### src/hw/rtl/lidar_point_polar_to_cartesian_core_assert.svh
// Assertion macros shared by the polar-to-Cartesian RTL.
// Needs clk and rst_n in the scope where a macro is used.
`ifndef LIDAR_POINT_POLAR_TO_CARTESIAN_CORE_ASSERT_SVH
`define LIDAR_POINT_POLAR_TO_CARTESIAN_CORE_ASSERT_SVH
`ifndef NO_ASSERTIONS
// Consequent checked in the same cycle as the antecedent.
`define LP2C_ASSERT_NOW(label, ante, cons) \
    label: assert property (@(posedge clk) disable iff (!rst_n) (ante) |-> (cons)) \
        else $error("lp2c: assertion failed");
// Consequent checked in the cycle after the antecedent.
`define LP2C_ASSERT_NEXT(label, ante, cons) \
    label: assert property (@(posedge clk) disable iff (!rst_n) (ante) |=> (cons)) \
        else $error("lp2c: assertion failed");
`else
`define LP2C_ASSERT_NOW(label, ante, cons)
`define LP2C_ASSERT_NEXT(label, ante, cons)
`endif
`endif

### src/hw/rtl/lp2c_pkg.sv
// Shared types, constants and helper functions for the polar-to-Cartesian core.
// No dependencies.
package lp2c_pkg;

    // Tunables
    localparam int ROTATION_STEPS = 20;
    localparam int FRACTION_BITS  = 4;

    // Fixed formats
    localparam int WORK_FRAC  = 30;
    localparam int TABLE_LEN  = 28;
    localparam int CELL_COUNT = (ROTATION_STEPS < TABLE_LEN) ? ROTATION_STEPS : TABLE_LEN;
    localparam int STEP_W     = $clog2(TABLE_LEN);
    localparam int WORD_W     = 32;
    localparam int DEPTH_W    = 24;
    localparam int MDEG_W     = 20;
    localparam int ANG_W      = 19;
    localparam int BAM_W      = 32;
    localparam int WORK_W     = DEPTH_W + WORK_FRAC + 4;
    localparam int Z_W        = BAM_W + 2;
    localparam int COORD_W    = 29;
    localparam int OUT_SHIFT  = WORK_FRAC - FRACTION_BITS;
    localparam int RND_W      = WORK_W + 1 - OUT_SHIFT;

    // Angle constants, millidegrees
    localparam int FULL_TURN_MDEG = 360000;
    localparam logic [MDEG_W-1:0] TWO_TURNS_20  = MDEG_W'(2 * FULL_TURN_MDEG);
    localparam logic [MDEG_W-1:0] FULL_TURN_20  = MDEG_W'(FULL_TURN_MDEG);
    localparam logic [ANG_W-1:0]  QUARTER_TURN  = ANG_W'(FULL_TURN_MDEG / 4);
    localparam logic [ANG_W-1:0]  ELEV_WRAP     = ANG_W'(FULL_TURN_MDEG + FULL_TURN_MDEG / 4);

    // mdeg -> binary angle: 360000 = 64 * 5625, so
    // bam = a*floor(2^26/5625) + floor((a*(2^26 mod 5625) + 2812) / 5625)
    localparam int BAM_PRE_SHIFT   = 6;
    localparam int BAM_DIV         = FULL_TURN_MDEG / (1 << BAM_PRE_SHIFT);
    localparam int BAM_HI_MUL      = (1 << (BAM_W - BAM_PRE_SHIFT)) / BAM_DIV;
    localparam int BAM_LO_MUL      = (1 << (BAM_W - BAM_PRE_SHIFT)) % BAM_DIV;
    localparam int BAM_BIAS        = (FULL_TURN_MDEG / 2) / (1 << BAM_PRE_SHIFT);
    localparam int BAM_RECIP_SHIFT = 30;
    localparam int BAM_RECIP       = (1 << BAM_RECIP_SHIFT) / BAM_DIV;

    // CORDIC gain compensation, Q32
    localparam logic [BAM_W-1:0] GAIN_Q32  = 32'd2608131496;
    localparam logic [64:0]      GAIN_HALF = 65'h0_8000_0000;

    // Register stages in the angle converter and in the gain scaler
    localparam int SCALE_LATENCY = 4;

    // Valid stages ahead of the output register
    localparam int PIPE_DEPTH = 2 + SCALE_LATENCY + 1 + CELL_COUNT
                              + SCALE_LATENCY + 1 + CELL_COUNT;

    localparam logic [WORK_W:0] RND_HALF = (WORK_W + 1)'(1) << (OUT_SHIFT - 1);
    localparam logic signed [RND_W-1:0] OUT_MAX_R =
        RND_W'((longint'(1) << (COORD_W - 1)) - 1);
    localparam logic signed [RND_W-1:0] OUT_MIN_R =
        RND_W'(-(longint'(1) << (COORD_W - 1)));

    localparam logic [BAM_W-1:0] ATAN_TABLE [TABLE_LEN] = '{
        32'd536870912, 32'd316933406, 32'd167458907, 32'd85004756,
        32'd42667331,  32'd21354465,  32'd10679838,  32'd5340245,
        32'd2670163,   32'd1335087,   32'd667544,    32'd333772,
        32'd166886,    32'd83443,     32'd41722,     32'd20861,
        32'd10430,     32'd5215,      32'd2608,      32'd1304,
        32'd652,       32'd326,       32'd163,       32'd81,
        32'd41,        32'd20,        32'd10,        32'd5
    };

    typedef struct packed {
        logic [WORD_W-1:0] first_word;
        logic [WORD_W-1:0] second_word;
    } point_t;

    typedef struct packed {
        logic [COORD_W-1:0] coord_x;
        logic [COORD_W-1:0] coord_y;
        logic [COORD_W-1:0] coord_z;
    } coord_t;

    // Data riding alongside a rotation
    typedef struct packed {
        logic [BAM_W-1:0]  angle;
        logic [WORK_W-1:0] side;
    } aux_t;

    // One CORDIC lane: x, y in Q30 two's complement, z residual angle
    typedef struct packed {
        logic [WORK_W-1:0] x;
        logic [WORK_W-1:0] y;
        logic [Z_W-1:0]    z;
        aux_t              aux;
    } lane_t;

    function automatic logic [BAM_W-1:0] atan_bam(input logic [STEP_W-1:0] idx);
        logic [BAM_W-1:0] val;
        val = '0;
        if (int'(idx) < TABLE_LEN)
        begin
            val = ATAN_TABLE[idx];
        end
        return val;
    endfunction

    // Reduce a 20-bit millidegree field modulo one turn
    function automatic logic [ANG_W-1:0] reduce_turn(input logic [MDEG_W-1:0] a);
        logic [MDEG_W-1:0] r;
        if (a >= TWO_TURNS_20)
        begin
            r = a - TWO_TURNS_20;
        end
        else if (a >= FULL_TURN_20)
        begin
            r = a - FULL_TURN_20;
        end
        else
        begin
            r = a;
        end
        return r[ANG_W-1:0];
    endfunction

    // Fold quadrants 1 and 2 into the CORDIC range: negate x, add a half turn
    function automatic lane_t fold_entry(input logic [WORK_W-1:0] mag,
                                         input logic [BAM_W-1:0] bam);
        lane_t lane;
        logic  flip;
        flip     = bam[BAM_W-1] ^ bam[BAM_W-2];
        lane.x   = flip ? (WORK_W'(0) - mag) : mag;
        lane.y   = '0;
        lane.z   = Z_W'($signed({bam[BAM_W-1] ^ flip, bam[BAM_W-2:0]}));
        lane.aux = '0;
        return lane;
    endfunction

    // Q30 -> FRACTION_BITS, round half up, saturate to COORD_W
    function automatic logic [COORD_W-1:0] round_coord(input logic [WORK_W-1:0] v);
        logic signed [WORK_W:0]  biased;
        logic signed [RND_W-1:0] shifted;
        logic [COORD_W-1:0]      res;
        biased  = $signed({v[WORK_W-1], v} + RND_HALF);
        shifted = RND_W'(biased >>> OUT_SHIFT);
        if (shifted > OUT_MAX_R)
        begin
            res = OUT_MAX_R[COORD_W-1:0];
        end
        else if (shifted < OUT_MIN_R)
        begin
            res = OUT_MIN_R[COORD_W-1:0];
        end
        else
        begin
            res = shifted[COORD_W-1:0];
        end
        return res;
    endfunction

endpackage

### src/hw/rtl/lp2c_gain_scale.sv
// Scales a Q30 value by the CORDIC gain (Q32), magnitude-wise with rounding.
// Four register stages, side data travels along; uses lp2c_pkg.
module lp2c_gain_scale (
    input  logic                            clk,
    input  logic                            en,
    input  logic [lp2c_pkg::WORK_W-1:0]     mag,
    input  lp2c_pkg::aux_t                  aux,
    output logic [lp2c_pkg::WORK_W-1:0]     scaled,
    output lp2c_pkg::aux_t                  scaled_aux
);
    import lp2c_pkg::*;

    localparam int HI_W = WORK_W - BAM_W;
    localparam int LO_W = 2 * BAM_W;

    logic [64:0]       lo_rnd;

    logic              neg_g1_reg, neg_g2_reg, neg_g3_reg;
    logic [WORK_W-1:0] abs_g1_next, abs_g1_reg;
    logic [WORK_W-1:0] hi_g2_next, hi_g2_reg;
    logic [LO_W-1:0]   lo_g2_next, lo_g2_reg;
    logic [WORK_W-1:0] p_g3_next, p_g3_reg;
    logic [WORK_W-1:0] out_next, out_reg;
    aux_t              aux_g1_reg, aux_g2_reg, aux_g3_reg, aux_g4_reg;

    always_comb
    begin
        abs_g1_next = mag[WORK_W-1] ? (WORK_W'(0) - mag) : mag;

        hi_g2_next  = WORK_W'(abs_g1_reg[BAM_W +: HI_W]) * WORK_W'(GAIN_Q32);
        lo_g2_next  = LO_W'(abs_g1_reg[BAM_W-1:0]) * LO_W'(GAIN_Q32);

        // low half rounds half up before the high half is added
        lo_rnd      = 65'(lo_g2_reg) + GAIN_HALF;
        p_g3_next   = hi_g2_reg + WORK_W'(lo_rnd[64:BAM_W]);

        out_next    = neg_g3_reg ? (WORK_W'(0) - p_g3_reg) : p_g3_reg;
    end

    always_ff @(posedge clk)
    begin
        if (en)
        begin
            neg_g1_reg <= mag[WORK_W-1];
            abs_g1_reg <= abs_g1_next;
            aux_g1_reg <= aux;
            neg_g2_reg <= neg_g1_reg;
            hi_g2_reg  <= hi_g2_next;
            lo_g2_reg  <= lo_g2_next;
            aux_g2_reg <= aux_g1_reg;
            neg_g3_reg <= neg_g2_reg;
            p_g3_reg   <= p_g3_next;
            aux_g3_reg <= aux_g2_reg;
            out_reg    <= out_next;
            aux_g4_reg <= aux_g3_reg;
        end
    end

    assign scaled     = out_reg;
    assign scaled_aux = aux_g4_reg;

endmodule

### config.mk
export PLATFORM = sky130hd
export DESIGN_NAME = lp2c_gain_scale
export DESIGN_NICKNAME = d
export VERILOG_FILES = /design/src/hw/rtl/lidar_point_polar_to_cartesian_core_assert.svh /design/src/hw/rtl/lp2c_pkg.sv /design/src/hw/rtl/lp2c_gain_scale.sv
export SDC_FILE = /design/constraint.sdc
export NUM_CORES = 2
export LEC_CHECK = 0
export BUFFER_PORTS_ARGS = -buffer_cell sky130_fd_sc_hd__buf_2
export CAP_MARGIN = 20
export CORE_MARGIN = 2
export CORE_UTILIZATION = 54
export DETAILED_ROUTE_END_ITERATION = 10
export PLACE_DENSITY = 0.72
export RECOVER_POWER = 25
export SYNTH_ARGS = -nofsm -noshare
export SYNTH_HDL_FRONTEND = slang
export SYNTH_SLANG_ARGS = --single-unit
export TNS_END_PERCENT = 30
### constraint.sdc
create_clock -name clk -period 7.7 [get_ports clk]
set_input_delay 0.77 -clock clk [delete_from_list [all_inputs] [get_ports clk]]
set_output_delay 0.77 -clock clk [all_outputs]
set_load 0.01 [all_outputs]
==> run_results.csv <==
group,metric,value,unit
sta,setup_violations,0,
synth,synthMostInstantiatedCell,"inv_1",
global_routing,grt_max_degree,152,
sta,setup_slack,0.198,ns
cts,cts_made_buffers,68,
cts,cts_tree,"done",
synth,syn_nets,6123,
die,io-pin-count,298,
synth,synth_area_leaders,"edfxtp_1 34%, fa_1 28%, ha_1 14%, inv_1 8.0%, xnor2_1 3.2%",
hold_path,hold_path_depth,1,
global_routing,first_global_vias,34655,
synth,yosysTopAreaCellShare,0.339,
drt,routedWlPerCell,21.2,um
worst_setup_path,r2r_cells,23,
cts,path_clk_slew,0.06,ns
sta,worst_pin_slew,0.955,ns
cells_and_area,drive_gt1_frac,0.100,
sta,finalSetupTns,0,ns
sta,slew_headroom,0.363,
cts,clk_path_buf_depth,3,
worst_setup_path,cp.required,8.06,ns
synth,synth_area_leader_cell,"edfxtp_1",
drt,num_vias,33860,
sta,final-hold-violation-count,0,
sta,rsz0062_at_grt,"true",
synth,synth.distinct_cells,70,
die,start_util,0.544,
drt,first_pass_iters,5,
placement,dp_hpwl,115000,um
synth,syn-instance-count,4554,
drt,drc,0,
sta,maxSlewViolCount,0,
synth,ys_seq_area_frac,0.339,
cells_and_area,areaGrowthSynthToFinish,10.6,%
drt,antenna_left,0,
die,dieHeight,324,um
worst_setup_path,worstPathArrival,7.87,ns
die,die_w,324,um
cells_and_area,fin_util,0.601,
synth,netlist_area,55300,um2
sta,max_freq,133,MHz
worst_setup_path,start_kind,"register",
cts,cts_hold_buf,0,
status,status,"finished clean",
global_routing,overflow,0,
global_routing,antenna_found_initial,9,
cts,cts_sinks,625,
cts,cts-root-buf,"clkbuf_16",
hold_path,hp-class,"in -> reg",
cts,cts_max_level,3,
die,rows,117,
worst_setup_path,cp_max_fo,7,
synth,synthTopCellsByCount,"1176 x inv_1, 787 x fa_1, 632 x ha_1",
sta,finalCritPeriodShare,0.974,
cts,clock_latency,0.63,ns
synth,synth_ff_type,"edfxtp_1",
global_routing,grt_pass1_wl,205000,um
drt,wl,135000,um
drt,drt_iter0_markers,2914,
global_routing,grtUsageTotal,0.263,
synth,yosys_warnings,0,
placement,routabilityCongestion,0.985,
cells_and_area,final.fill_count,8176,
drt,viasPerCell,5.32,
placement,io_buffer_count,297,
synth,syn_area_per_cell,12.2,um2
die,core,102000,um2
sta,clock_skew,0.0171,ns
synth,synth_edf_count,625,
worst_setup_path,cp-end-kind,"register",
cells_and_area,design_area,61200,um2
sta,finalCriticalPeriod,7.50,ns
die,dieArea,105000,um2
placement,placed_cell_area,58900,um2
run,maxCapViolations,0,
cells_and_area,final_nets,6514,
synth,async_reset_ff_frac,0,
worst_setup_path,criticalPathCategory,"reg -> reg",
synth,ys_ff_latch,625,
placement,pre_cts_ws,-0.0456,ns
==> critical path, cell delays in order (launching register included) <==
cell	delay, ns
edfxtp_1	0.57
clkinvlp_4	0.30
fa_1	0.54
fa_1	0.50
inv_1	0.06
fa_1	0.51
fa_1	0.57
fa_1	0.43
fa_1	0.43
fa_1	0.51
inv_1	0.05
fa_1	0.47
inv_1	0.04
ha_1	0.41
nand3_1	0.14
or4_1	0.50
nor3_1	0.18
nor3_1	0.08
buf_4	0.15
o211ai_1	0.15
buf_4	0.15
a31oi_1	0.13
o21ai_0	0.24
xor2_1	0.12
==> per-layer routing <==
layer  up-vias  share of wire  GRT usage
li1      15628              -          -
met1     16858           0.46      0.395
met2      1225           0.42      0.384
met3       137          0.099     0.0752
met4        12          0.015     0.0449
met5         -        0.00046          0
==> cell type report <==
cell class	count	area, um2	share of cell area
sequential	625	18800	0.307
timing repair buffer	380	2150	0.0351
tap	1368	1710	0.0280
antenna	3	7.51	0.000123
clock buffer	77	1760	0.0287
clock inverter	38	380	0.00622
multi-input combinational	2694	32000	0.523
inverter	1176	4430	0.0723
==> logic make-up after synthesis <==
logic type,synth area share
compound gates,0.0585
xor+xnor,0.0427
fa+ha+maj,0.428
buf+inv,0.0840
flops,0.339
simple gates,0.0479
==> stage by stage <==
step                      hold slack (ns)  instances
after global routing                0.284       6359
final                               0.319       6361
after floorplan                     0.400       4554
after detailed placement            0.405       6226
after global placement              0.400       6225
after CTS                           0.278       6341
==> cell usage in the layout (no fill, tap or decap), types with 24 or more instances in the layout <==
cell type	n
fa_1	787
clkbuf_1	24
xnor2_1	200
nor3_1	30
edfxtp_1	625
and3_1	29
nand2_1	137
buf_4	79
inv_1	1173
nand4_1	38
o31ai_1	34
xor2_1	70
nand3_1	56
nor2_1	79
buf_2	280
a21o_1	72
a21oi_1	143
clkbuf_16	69
o21ai_0	106
ha_1	626
==> path summary, 6_finish.rpt <==
path              slack, ns            from        endpoint
hold reg to reg        0.41  aux_g2_reg[28]  aux_g3_reg[28]
setup reg to reg       0.20   abs_g1_reg[9]   lo_g2_reg[58]
setup / recovery       0.20   abs_g1_reg[9]   lo_g2_reg[58]
hold / removal         0.32         aux[39]  aux_g1_reg[39]
==> timing repair <==
| item | 4_1_cts | 5_1_grt |
|---|---|---|
| setup endpoints to repair | 1 | 17 |
| resized for setup | 1 | 15 |
| pin swaps | 0 | 1 |
| setup buffers | 0 | 17 |
Power is not shown: default switching activity piles up to over one toggle a cycle in this logic, so the estimate is an artifact.
