==> src/hw/rtl/lidar_point_polar_to_cartesian_core_assert.svh <==
// Assertion macros shared by the polar-to-Cartesian RTL.
// Needs clk and rst_n in the scope where a macro is used.
`ifndef LIDAR_POINT_POLAR_TO_CARTESIAN_CORE_ASSERT_SVH
`define LIDAR_POINT_POLAR_TO_CARTESIAN_CORE_ASSERT_SVH
`ifndef NO_ASSERTIONS
// Consequent checked in the same cycle as the antecedent.
`define LP2C_ASSERT_NOW(label, ante, cons) \
    label: assert property (@(posedge clk) disable iff (!rst_n) (ante) |-> (cons)) \
        else $error("lp2c: assertion failed");
// Consequent checked in the cycle after the antecedent.
`define LP2C_ASSERT_NEXT(label, ante, cons) \
    label: assert property (@(posedge clk) disable iff (!rst_n) (ante) |=> (cons)) \
        else $error("lp2c: assertion failed");
`else
`define LP2C_ASSERT_NOW(label, ante, cons)
`define LP2C_ASSERT_NEXT(label, ante, cons)
`endif
`endif

==> src/hw/rtl/lp2c_pkg.sv <==
// Shared types, constants and helper functions for the polar-to-Cartesian core.
// No dependencies.
package lp2c_pkg;

    // Tunables
    localparam int ROTATION_STEPS = 20;
    localparam int FRACTION_BITS  = 4;

    // Fixed formats
    localparam int WORK_FRAC  = 30;
    localparam int TABLE_LEN  = 28;
    localparam int CELL_COUNT = (ROTATION_STEPS < TABLE_LEN) ? ROTATION_STEPS : TABLE_LEN;
    localparam int STEP_W     = $clog2(TABLE_LEN);
    localparam int WORD_W     = 32;
    localparam int DEPTH_W    = 24;
    localparam int MDEG_W     = 20;
    localparam int ANG_W      = 19;
    localparam int BAM_W      = 32;
    localparam int WORK_W     = DEPTH_W + WORK_FRAC + 4;
    localparam int Z_W        = BAM_W + 2;
    localparam int COORD_W    = 29;
    localparam int OUT_SHIFT  = WORK_FRAC - FRACTION_BITS;
    localparam int RND_W      = WORK_W + 1 - OUT_SHIFT;

    // Angle constants, millidegrees
    localparam int FULL_TURN_MDEG = 360000;
    localparam logic [MDEG_W-1:0] TWO_TURNS_20  = MDEG_W'(2 * FULL_TURN_MDEG);
    localparam logic [MDEG_W-1:0] FULL_TURN_20  = MDEG_W'(FULL_TURN_MDEG);
    localparam logic [ANG_W-1:0]  QUARTER_TURN  = ANG_W'(FULL_TURN_MDEG / 4);
    localparam logic [ANG_W-1:0]  ELEV_WRAP     = ANG_W'(FULL_TURN_MDEG + FULL_TURN_MDEG / 4);

    // mdeg -> binary angle: 360000 = 64 * 5625, so
    // bam = a*floor(2^26/5625) + floor((a*(2^26 mod 5625) + 2812) / 5625)
    localparam int BAM_PRE_SHIFT   = 6;
    localparam int BAM_DIV         = FULL_TURN_MDEG / (1 << BAM_PRE_SHIFT);
    localparam int BAM_HI_MUL      = (1 << (BAM_W - BAM_PRE_SHIFT)) / BAM_DIV;
    localparam int BAM_LO_MUL      = (1 << (BAM_W - BAM_PRE_SHIFT)) % BAM_DIV;
    localparam int BAM_BIAS        = (FULL_TURN_MDEG / 2) / (1 << BAM_PRE_SHIFT);
    localparam int BAM_RECIP_SHIFT = 30;
    localparam int BAM_RECIP       = (1 << BAM_RECIP_SHIFT) / BAM_DIV;

    // CORDIC gain compensation, Q32
    localparam logic [BAM_W-1:0] GAIN_Q32  = 32'd2608131496;
    localparam logic [64:0]      GAIN_HALF = 65'h0_8000_0000;

    // Register stages in the angle converter and in the gain scaler
    localparam int SCALE_LATENCY = 4;

    // Valid stages ahead of the output register
    localparam int PIPE_DEPTH = 2 + SCALE_LATENCY + 1 + CELL_COUNT
                              + SCALE_LATENCY + 1 + CELL_COUNT;

    localparam logic [WORK_W:0] RND_HALF = (WORK_W + 1)'(1) << (OUT_SHIFT - 1);
    localparam logic signed [RND_W-1:0] OUT_MAX_R =
        RND_W'((longint'(1) << (COORD_W - 1)) - 1);
    localparam logic signed [RND_W-1:0] OUT_MIN_R =
        RND_W'(-(longint'(1) << (COORD_W - 1)));

    localparam logic [BAM_W-1:0] ATAN_TABLE [TABLE_LEN] = '{
        32'd536870912, 32'd316933406, 32'd167458907, 32'd85004756,
        32'd42667331,  32'd21354465,  32'd10679838,  32'd5340245,
        32'd2670163,   32'd1335087,   32'd667544,    32'd333772,
        32'd166886,    32'd83443,     32'd41722,     32'd20861,
        32'd10430,     32'd5215,      32'd2608,      32'd1304,
        32'd652,       32'd326,       32'd163,       32'd81,
        32'd41,        32'd20,        32'd10,        32'd5
    };

    typedef struct packed {
        logic [WORD_W-1:0] first_word;
        logic [WORD_W-1:0] second_word;
    } point_t;

    typedef struct packed {
        logic [COORD_W-1:0] coord_x;
        logic [COORD_W-1:0] coord_y;
        logic [COORD_W-1:0] coord_z;
    } coord_t;

    // Data riding alongside a rotation
    typedef struct packed {
        logic [BAM_W-1:0]  angle;
        logic [WORK_W-1:0] side;
    } aux_t;

    // One CORDIC lane: x, y in Q30 two's complement, z residual angle
    typedef struct packed {
        logic [WORK_W-1:0] x;
        logic [WORK_W-1:0] y;
        logic [Z_W-1:0]    z;
        aux_t              aux;
    } lane_t;

    function automatic logic [BAM_W-1:0] atan_bam(input logic [STEP_W-1:0] idx);
        logic [BAM_W-1:0] val;
        val = '0;
        if (int'(idx) < TABLE_LEN)
        begin
            val = ATAN_TABLE[idx];
        end
        return val;
    endfunction

    // Reduce a 20-bit millidegree field modulo one turn
    function automatic logic [ANG_W-1:0] reduce_turn(input logic [MDEG_W-1:0] a);
        logic [MDEG_W-1:0] r;
        if (a >= TWO_TURNS_20)
        begin
            r = a - TWO_TURNS_20;
        end
        else if (a >= FULL_TURN_20)
        begin
            r = a - FULL_TURN_20;
        end
        else
        begin
            r = a;
        end
        return r[ANG_W-1:0];
    endfunction

    // Fold quadrants 1 and 2 into the CORDIC range: negate x, add a half turn
    function automatic lane_t fold_entry(input logic [WORK_W-1:0] mag,
                                         input logic [BAM_W-1:0] bam);
        lane_t lane;
        logic  flip;
        flip     = bam[BAM_W-1] ^ bam[BAM_W-2];
        lane.x   = flip ? (WORK_W'(0) - mag) : mag;
        lane.y   = '0;
        lane.z   = Z_W'($signed({bam[BAM_W-1] ^ flip, bam[BAM_W-2:0]}));
        lane.aux = '0;
        return lane;
    endfunction

    // Q30 -> FRACTION_BITS, round half up, saturate to COORD_W
    function automatic logic [COORD_W-1:0] round_coord(input logic [WORK_W-1:0] v);
        logic signed [WORK_W:0]  biased;
        logic signed [RND_W-1:0] shifted;
        logic [COORD_W-1:0]      res;
        biased  = $signed({v[WORK_W-1], v} + RND_HALF);
        shifted = RND_W'(biased >>> OUT_SHIFT);
        if (shifted > OUT_MAX_R)
        begin
            res = OUT_MAX_R[COORD_W-1:0];
        end
        else if (shifted < OUT_MIN_R)
        begin
            res = OUT_MIN_R[COORD_W-1:0];
        end
        else
        begin
            res = shifted[COORD_W-1:0];
        end
        return res;
    endfunction

endpackage

==> src/hw/rtl/lp2c_bam_conv.sv <==
// Millidegree angle (already reduced to one turn) to 32-bit binary angle.
// Four register stages; uses lp2c_pkg.
module lp2c_bam_conv (
    input  logic                           clk,
    input  logic                           en,
    input  logic [lp2c_pkg::ANG_W-1:0]     angle,
    output logic [lp2c_pkg::BAM_W-1:0]     bam
);
    import lp2c_pkg::*;

    localparam int V_W   = 30;
    localparam int Q_W   = 18;
    localparam int HM_W  = ANG_W + 14;
    localparam int LM_W  = ANG_W + 12;
    localparam int P_W   = V_W + Q_W;

    logic [HM_W-1:0]  base_full;
    logic [LM_W-1:0]  v_full;
    logic [P_W-1:0]   recip_prod;
    logic [V_W-1:0]   back_prod;
    logic [V_W-1:0]   rem;

    logic [BAM_W-1:0] base_s1_next, base_s1_reg, base_s2_reg, base_s3_reg;
    logic [V_W-1:0]   v_s1_next, v_s1_reg, v_s2_reg;
    logic [Q_W-1:0]   qe_s2_next, qe_s2_reg;
    logic [Q_W-1:0]   q_s3_next, q_s3_reg;
    logic [BAM_W-1:0] bam_next, bam_reg;

    always_comb
    begin
        // split a*2^26 into whole multiples of the divisor and a remainder part
        base_full    = HM_W'(angle) * HM_W'(BAM_HI_MUL);
        base_s1_next = base_full[BAM_W-1:0];
        v_full       = LM_W'(angle) * LM_W'(BAM_LO_MUL) + LM_W'(BAM_BIAS);
        v_s1_next    = v_full[V_W-1:0];

        // quotient estimate by reciprocal, low by at most one
        recip_prod   = P_W'(v_s1_reg) * P_W'(BAM_RECIP);
        qe_s2_next   = recip_prod[BAM_RECIP_SHIFT +: Q_W];

        back_prod    = V_W'(qe_s2_reg) * V_W'(BAM_DIV);
        rem          = v_s2_reg - back_prod;
        q_s3_next    = qe_s2_reg + Q_W'(rem >= V_W'(BAM_DIV));

        bam_next     = base_s3_reg + BAM_W'(q_s3_reg);
    end

    always_ff @(posedge clk)
    begin
        if (en)
        begin
            base_s1_reg <= base_s1_next;
            v_s1_reg    <= v_s1_next;
            base_s2_reg <= base_s1_reg;
            v_s2_reg    <= v_s1_reg;
            qe_s2_reg   <= qe_s2_next;
            base_s3_reg <= base_s2_reg;
            q_s3_reg    <= q_s3_next;
            bam_reg     <= bam_next;
        end
    end

    assign bam = bam_reg;

endmodule

==> config.mk <==
export PLATFORM = sky130hd
export DESIGN_NAME = lp2c_bam_conv
export DESIGN_NICKNAME = d
export VERILOG_FILES = /design/src/hw/rtl/lidar_point_polar_to_cartesian_core_assert.svh /design/src/hw/rtl/lp2c_pkg.sv /design/src/hw/rtl/lp2c_bam_conv.sv
export SDC_FILE = /design/constraint.sdc
export NUM_CORES = 2
export LEC_CHECK = 0
export ABC_CLOCK_PERIOD_IN_PS = 9370
export BUFFER_PORTS_ARGS = -buffer_cell sky130_fd_sc_hd__buf_2
export CORE_ASPECT_RATIO = 0.5
export CORE_MARGIN = 3
export CORE_UTILIZATION = 45
export CTS_CLUSTER_DIAMETER = 200
export DETAILED_ROUTE_END_ITERATION = 10
export PLACE_DENSITY = 0.57
export SETUP_SLACK_MARGIN = 0.2
export SLEW_MARGIN = 20
export SYNTH_ARGS = -nofsm -noshare
export SYNTH_HDL_FRONTEND = slang
export SYNTH_SLANG_ARGS = --single-unit
==> constraint.sdc <==
create_clock -name clk -period 9.37 [get_ports clk]
set_clock_uncertainty 0.15 [all_clocks]
set_input_delay 0.937 -clock clk [delete_from_list [all_inputs] [get_ports clk]]
set_output_delay 0.937 -clock clk [all_outputs]
set_load 0.05 [all_outputs]
==> results.md <==
- The share of the clock period used by the worst path after layout is 91.8%.
- The cell at the root of the clock tree is clkbuf_16.
- The terminating pin of the worst hold path is base_s2_reg[9]$_DFFE_PP_.
- The via count of the first global-routing pass is approximately 22000.
- Summing every instance area after synthesis gives about 33000 um^2.
- The area growth from synthesis to final layout is 6.46%.
- The number of H-tree branching levels is 1.
- Timing would allow up to about 120 MHz.
- The startpoint type of the worst setup path is a flop.
- After synthesis, the mean cell area works out to ~11 um^2.
- Counting cells, the worst reg-to-reg path comes to 26.
- Once detail routing completed, the nets flagged for antenna violations numbered 0.
- The class of the tightest hold or removal check is flop to flop.
- The share of the synthesized area in the top cell type is 31.3%.
- The worst path required time is 9500 ps.
- The number of nets in the synthesized netlist is 4133.
- The worst register-to-register path has a setup slack of 770 ps.
- The clock-pin slew on the worst setup and hold paths is about 60 ps.
- Setup repair after global routing left no endpoint under its margin.
- The per-cell routed wire length is 17.4 um.
- The y dimension of the die is 197 um.
- For this run the aggregate overflow at the end of global routing stands at 0.
- For this configuration, the core starts out at a cell density of 45.8%.
- After clock tree synthesis, the flow added hold-fix buffers numbering 0.
- The number of antenna violations at the first check in global routing is 2.
- At the pin with the least slew margin, the transition time is 878 ps.
- The number of synthesized flops with an enable pin is 217.
- The first routing iteration left between 900 and 1000 violations.
- At the worst endpoint, the arrival time is 8730 ps.
- For this run, the slowest stage of the critical path takes 600 ps.
- The clock latency on the worst-skew pair is 560 ps.
- The total DRC errors in the routed layout is 0.
- Setup violations remaining at the end of the flow were counted as 0.
- The run finished with clean final reports.
- The repair_antennas step left the layout with diodes totalling 0.
- The final estimated routing congestion in global placement is a little under 0.9.
- The number of sinks handled by clock tree synthesis is 217.
- The post-detailed-placement half-perimeter wirelength is between 60 and 70 mm.
- The number of storage elements in the synthesis netlist is 217.
- The maximum fanout along the worst path is 10.
- The die covers 76100 um^2.
- Port buffering added 52 buffers.
- By area the synthesized netlist is led by fa_1 (31%), ha_1 (22%), edfxtp_1 (20%), inv_1 (11%), xnor2_1 (2.6%).
- The top cell type by total area after synthesis is fa_1.
- The via density per instance is about 5.0.
- Global routing used between 10% and 20% of the available tracks.
- The setup fix buffers added after clock tree synthesis is 0.
- The worst register-to-register path begins at qe_s2_reg[4]$_DFFE_PP_.
- The clock tree buffer depth is 3.
- The critical path is of the flop to flop type.
- After detailed routing, the total wire length is 70.7 mm.
- The cell family contributing the most delay on the critical path is adder cells.
- The total of cells resized after clock tree synthesis is 0.
- The detailed router placed a little over 20000 vias in this run.
- The count of nets after finishing is 4192.
- The die is 387 um wide.
- Adding up every negative setup slack in the final design gives 0 ps.
- The maximum number of pins on one net before global-route repair is 99.
- The wire length of the first global-routing pass is 116 mm.
- The register with the most flip-flops in the layout has 32 of them.
- The worst setup path is captured at a flop.
- The final number of max-transition violations is 0.
- The sum of buffers and inverters on the critical path is 3.
- The prevailing post-synth register cell is edfxtp_1.
- The cell count after synthesis is around 3000.
- Pin placement for this block handled 53 I/O pins.
- The sequential share of the synthesized area is between 10% and 20%.
- The number of detailed-routing iterations run before antenna repair is 5.
- The worst hold path passes through 0 cells.
- Buffers inserted during clock tree synthesis total 23.
- The number of core rows is between 60 and 70.
- The dominant cell type by count on the critical path is fa_1.
- The distinct cell type count after synthesis is 86.
- The headroom to the max-slew limit is approximately two fifths.
- The end of the worst register-to-register path is q_s3_reg[16]$_DFFE_PP_.
- The number of warnings issued by yosys is 0.
- Of the cells placed in the final design, the portion with a size suffix greater than 1 is 3.79%.
- The core region area is 71400 um^2.
- Of all flip-flops after synthesis, the portion carrying an async set or reset was 0%.
- The cell with the largest stage delay on the worst path is edfxtp_1.
- The beginning of the worst hold path is base_s1_reg[9]$_DFFE_PP_.
- Max-cap violations in this run came to 0.
- For the finished layout, the period the worst path requires is 8600 ps.
- The final-report hold violation count is 0.
- The clock tree from TritonCTS is done.
[logic make-up after synthesis]
kind of cell    Yosys count  share of synthesized area (%)
fa+ha+maj              1074                           52.9
mux                       6                          0.184
xor+xnor                148                           4.03
compound gates          320                           6.60
flops                   217                           19.9
simple gates            328                           5.44
buf+inv                 945                           10.9
[cells in the mapped netlist (4+ instances only)]
library cell,number
o2111ai_1,4
xor2_1,49
or2_2,5
and4_1,6
nor3_1,29
nand2_1,69
a21o_1,40
ha_1,563
mux2i_1,6
nand4_1,24
nor2_1,57
nor4_1,6
o21ai_0,55
xnor2_1,97
o21bai_1,14
a21oi_1,95
nor3b_1,8
nand3_1,32
or3_1,6
a2111oi_0,10
nand2b_1,10
o311ai_0,5
fa_1,511
o211a_1,5
clkbuf_1,15
a31oi_1,17
nor2b_1,10
o21a_1,12
edfxtp_1,217
or4_1,5
o211ai_1,7
inv_1,925
and3_1,25
nand3b_1,5
o31ai_1,8
and2_1,11
a211oi_1,10
[layout by cell type, fill, tap and decap left out, drive strengths merged, types with 12 or more instances in the layout]
| master | count |
|---|---|
| a211oi | 12 |
| a21o | 40 |
| a21oi | 96 |
| a31oi | 18 |
| and3 | 28 |
| buf | 54 |
| clkbuf | 23 |
| edfxtp | 217 |
| fa | 511 |
| ha | 563 |
| inv | 928 |
| nand2 | 69 |
| nand3 | 34 |
| nand4 | 25 |
| nor2 | 57 |
| nor3 | 29 |
| o21a | 12 |
| o21ai | 57 |
| o21bai | 14 |
| xnor2 | 97 |
| xor2 | 50 |
[layer usage]
| layer | track usage, % | vias to the layer above | share of wire (%) |
|---|---|---|---|
| met5 | 0 | - | 0 |
| met4 | 3.38 | 0 | 1.6 |
| met3 | 2.76 | 67 | 3.7 |
| met2 | 33.6 | 254 | 48 |
| met1 | 26.6 | 10100 | 47 |
| li1 | - | 9794 | - |
[final cells by class]
class / count / area, um^2
clock buffers: 23 / 576
clock inverters: 17 / 153
fillers: 6653 / 36600
inverters: 925 / 3470
multi-input cells: 1876 / 22600
flip-flops and latches: 217 / 6520
well taps: 958 / 1200
repair buffers: 54 / 285
[worst reg2reg max path: cells and delay by family, from the launching register on]
| family | cells | cell delay, ps |
|---|---|---|
| adders and majority gates | 9 | 3860 |
| AOI/OAI and AO/OA | 7 | 2060 |
| xor gates and xnor gates | 1 | 80 |
| and+or+nand+nor | 6 | 1250 |
| DFF | 1 | 600 |
| buffers and inverters | 3 | 340 |
[how the worst max path moves through the flow]
stage / from / depth (start not counted) / endpoint
after floorplan: qe_s2_reg[4]$_DFFE_PP_ / 26 / q_s3_reg[16]$_DFFE_PP_
final: qe_s2_reg[4]$_DFFE_PP_ / 26 / q_s3_reg[16]$_DFFE_PP_
after detailed placement: qe_s2_reg[4]$_DFFE_PP_ / 26 / q_s3_reg[16]$_DFFE_PP_
after global placement: qe_s2_reg[4]$_DFFE_PP_ / 26 / q_s3_reg[16]$_DFFE_PP_
after CTS: qe_s2_reg[4]$_DFFE_PP_ / 26 / q_s3_reg[16]$_DFFE_PP_
after global routing: qe_s2_reg[8]$_DFFE_PP_ / 28 / q_s3_reg[16]$_DFFE_PP_
[per-stage QoR]
stage	cell area [um^2]	cells	hold slack [ps]	util [%]	setup WS, ps
after global placement	34100	4030	252	47.7	931
after floorplan	32700	3038	250	-	1960
after global routing	34800	4070	274	48.7	262
after detailed placement	34100	4030	255	47.7	835
final	34800	4070	264	48.7	771
after CTS	34800	4070	268	48.7	809
Power is not shown: default switching activity piles up to over one toggle a cycle in this logic, so the estimate is an artifact.
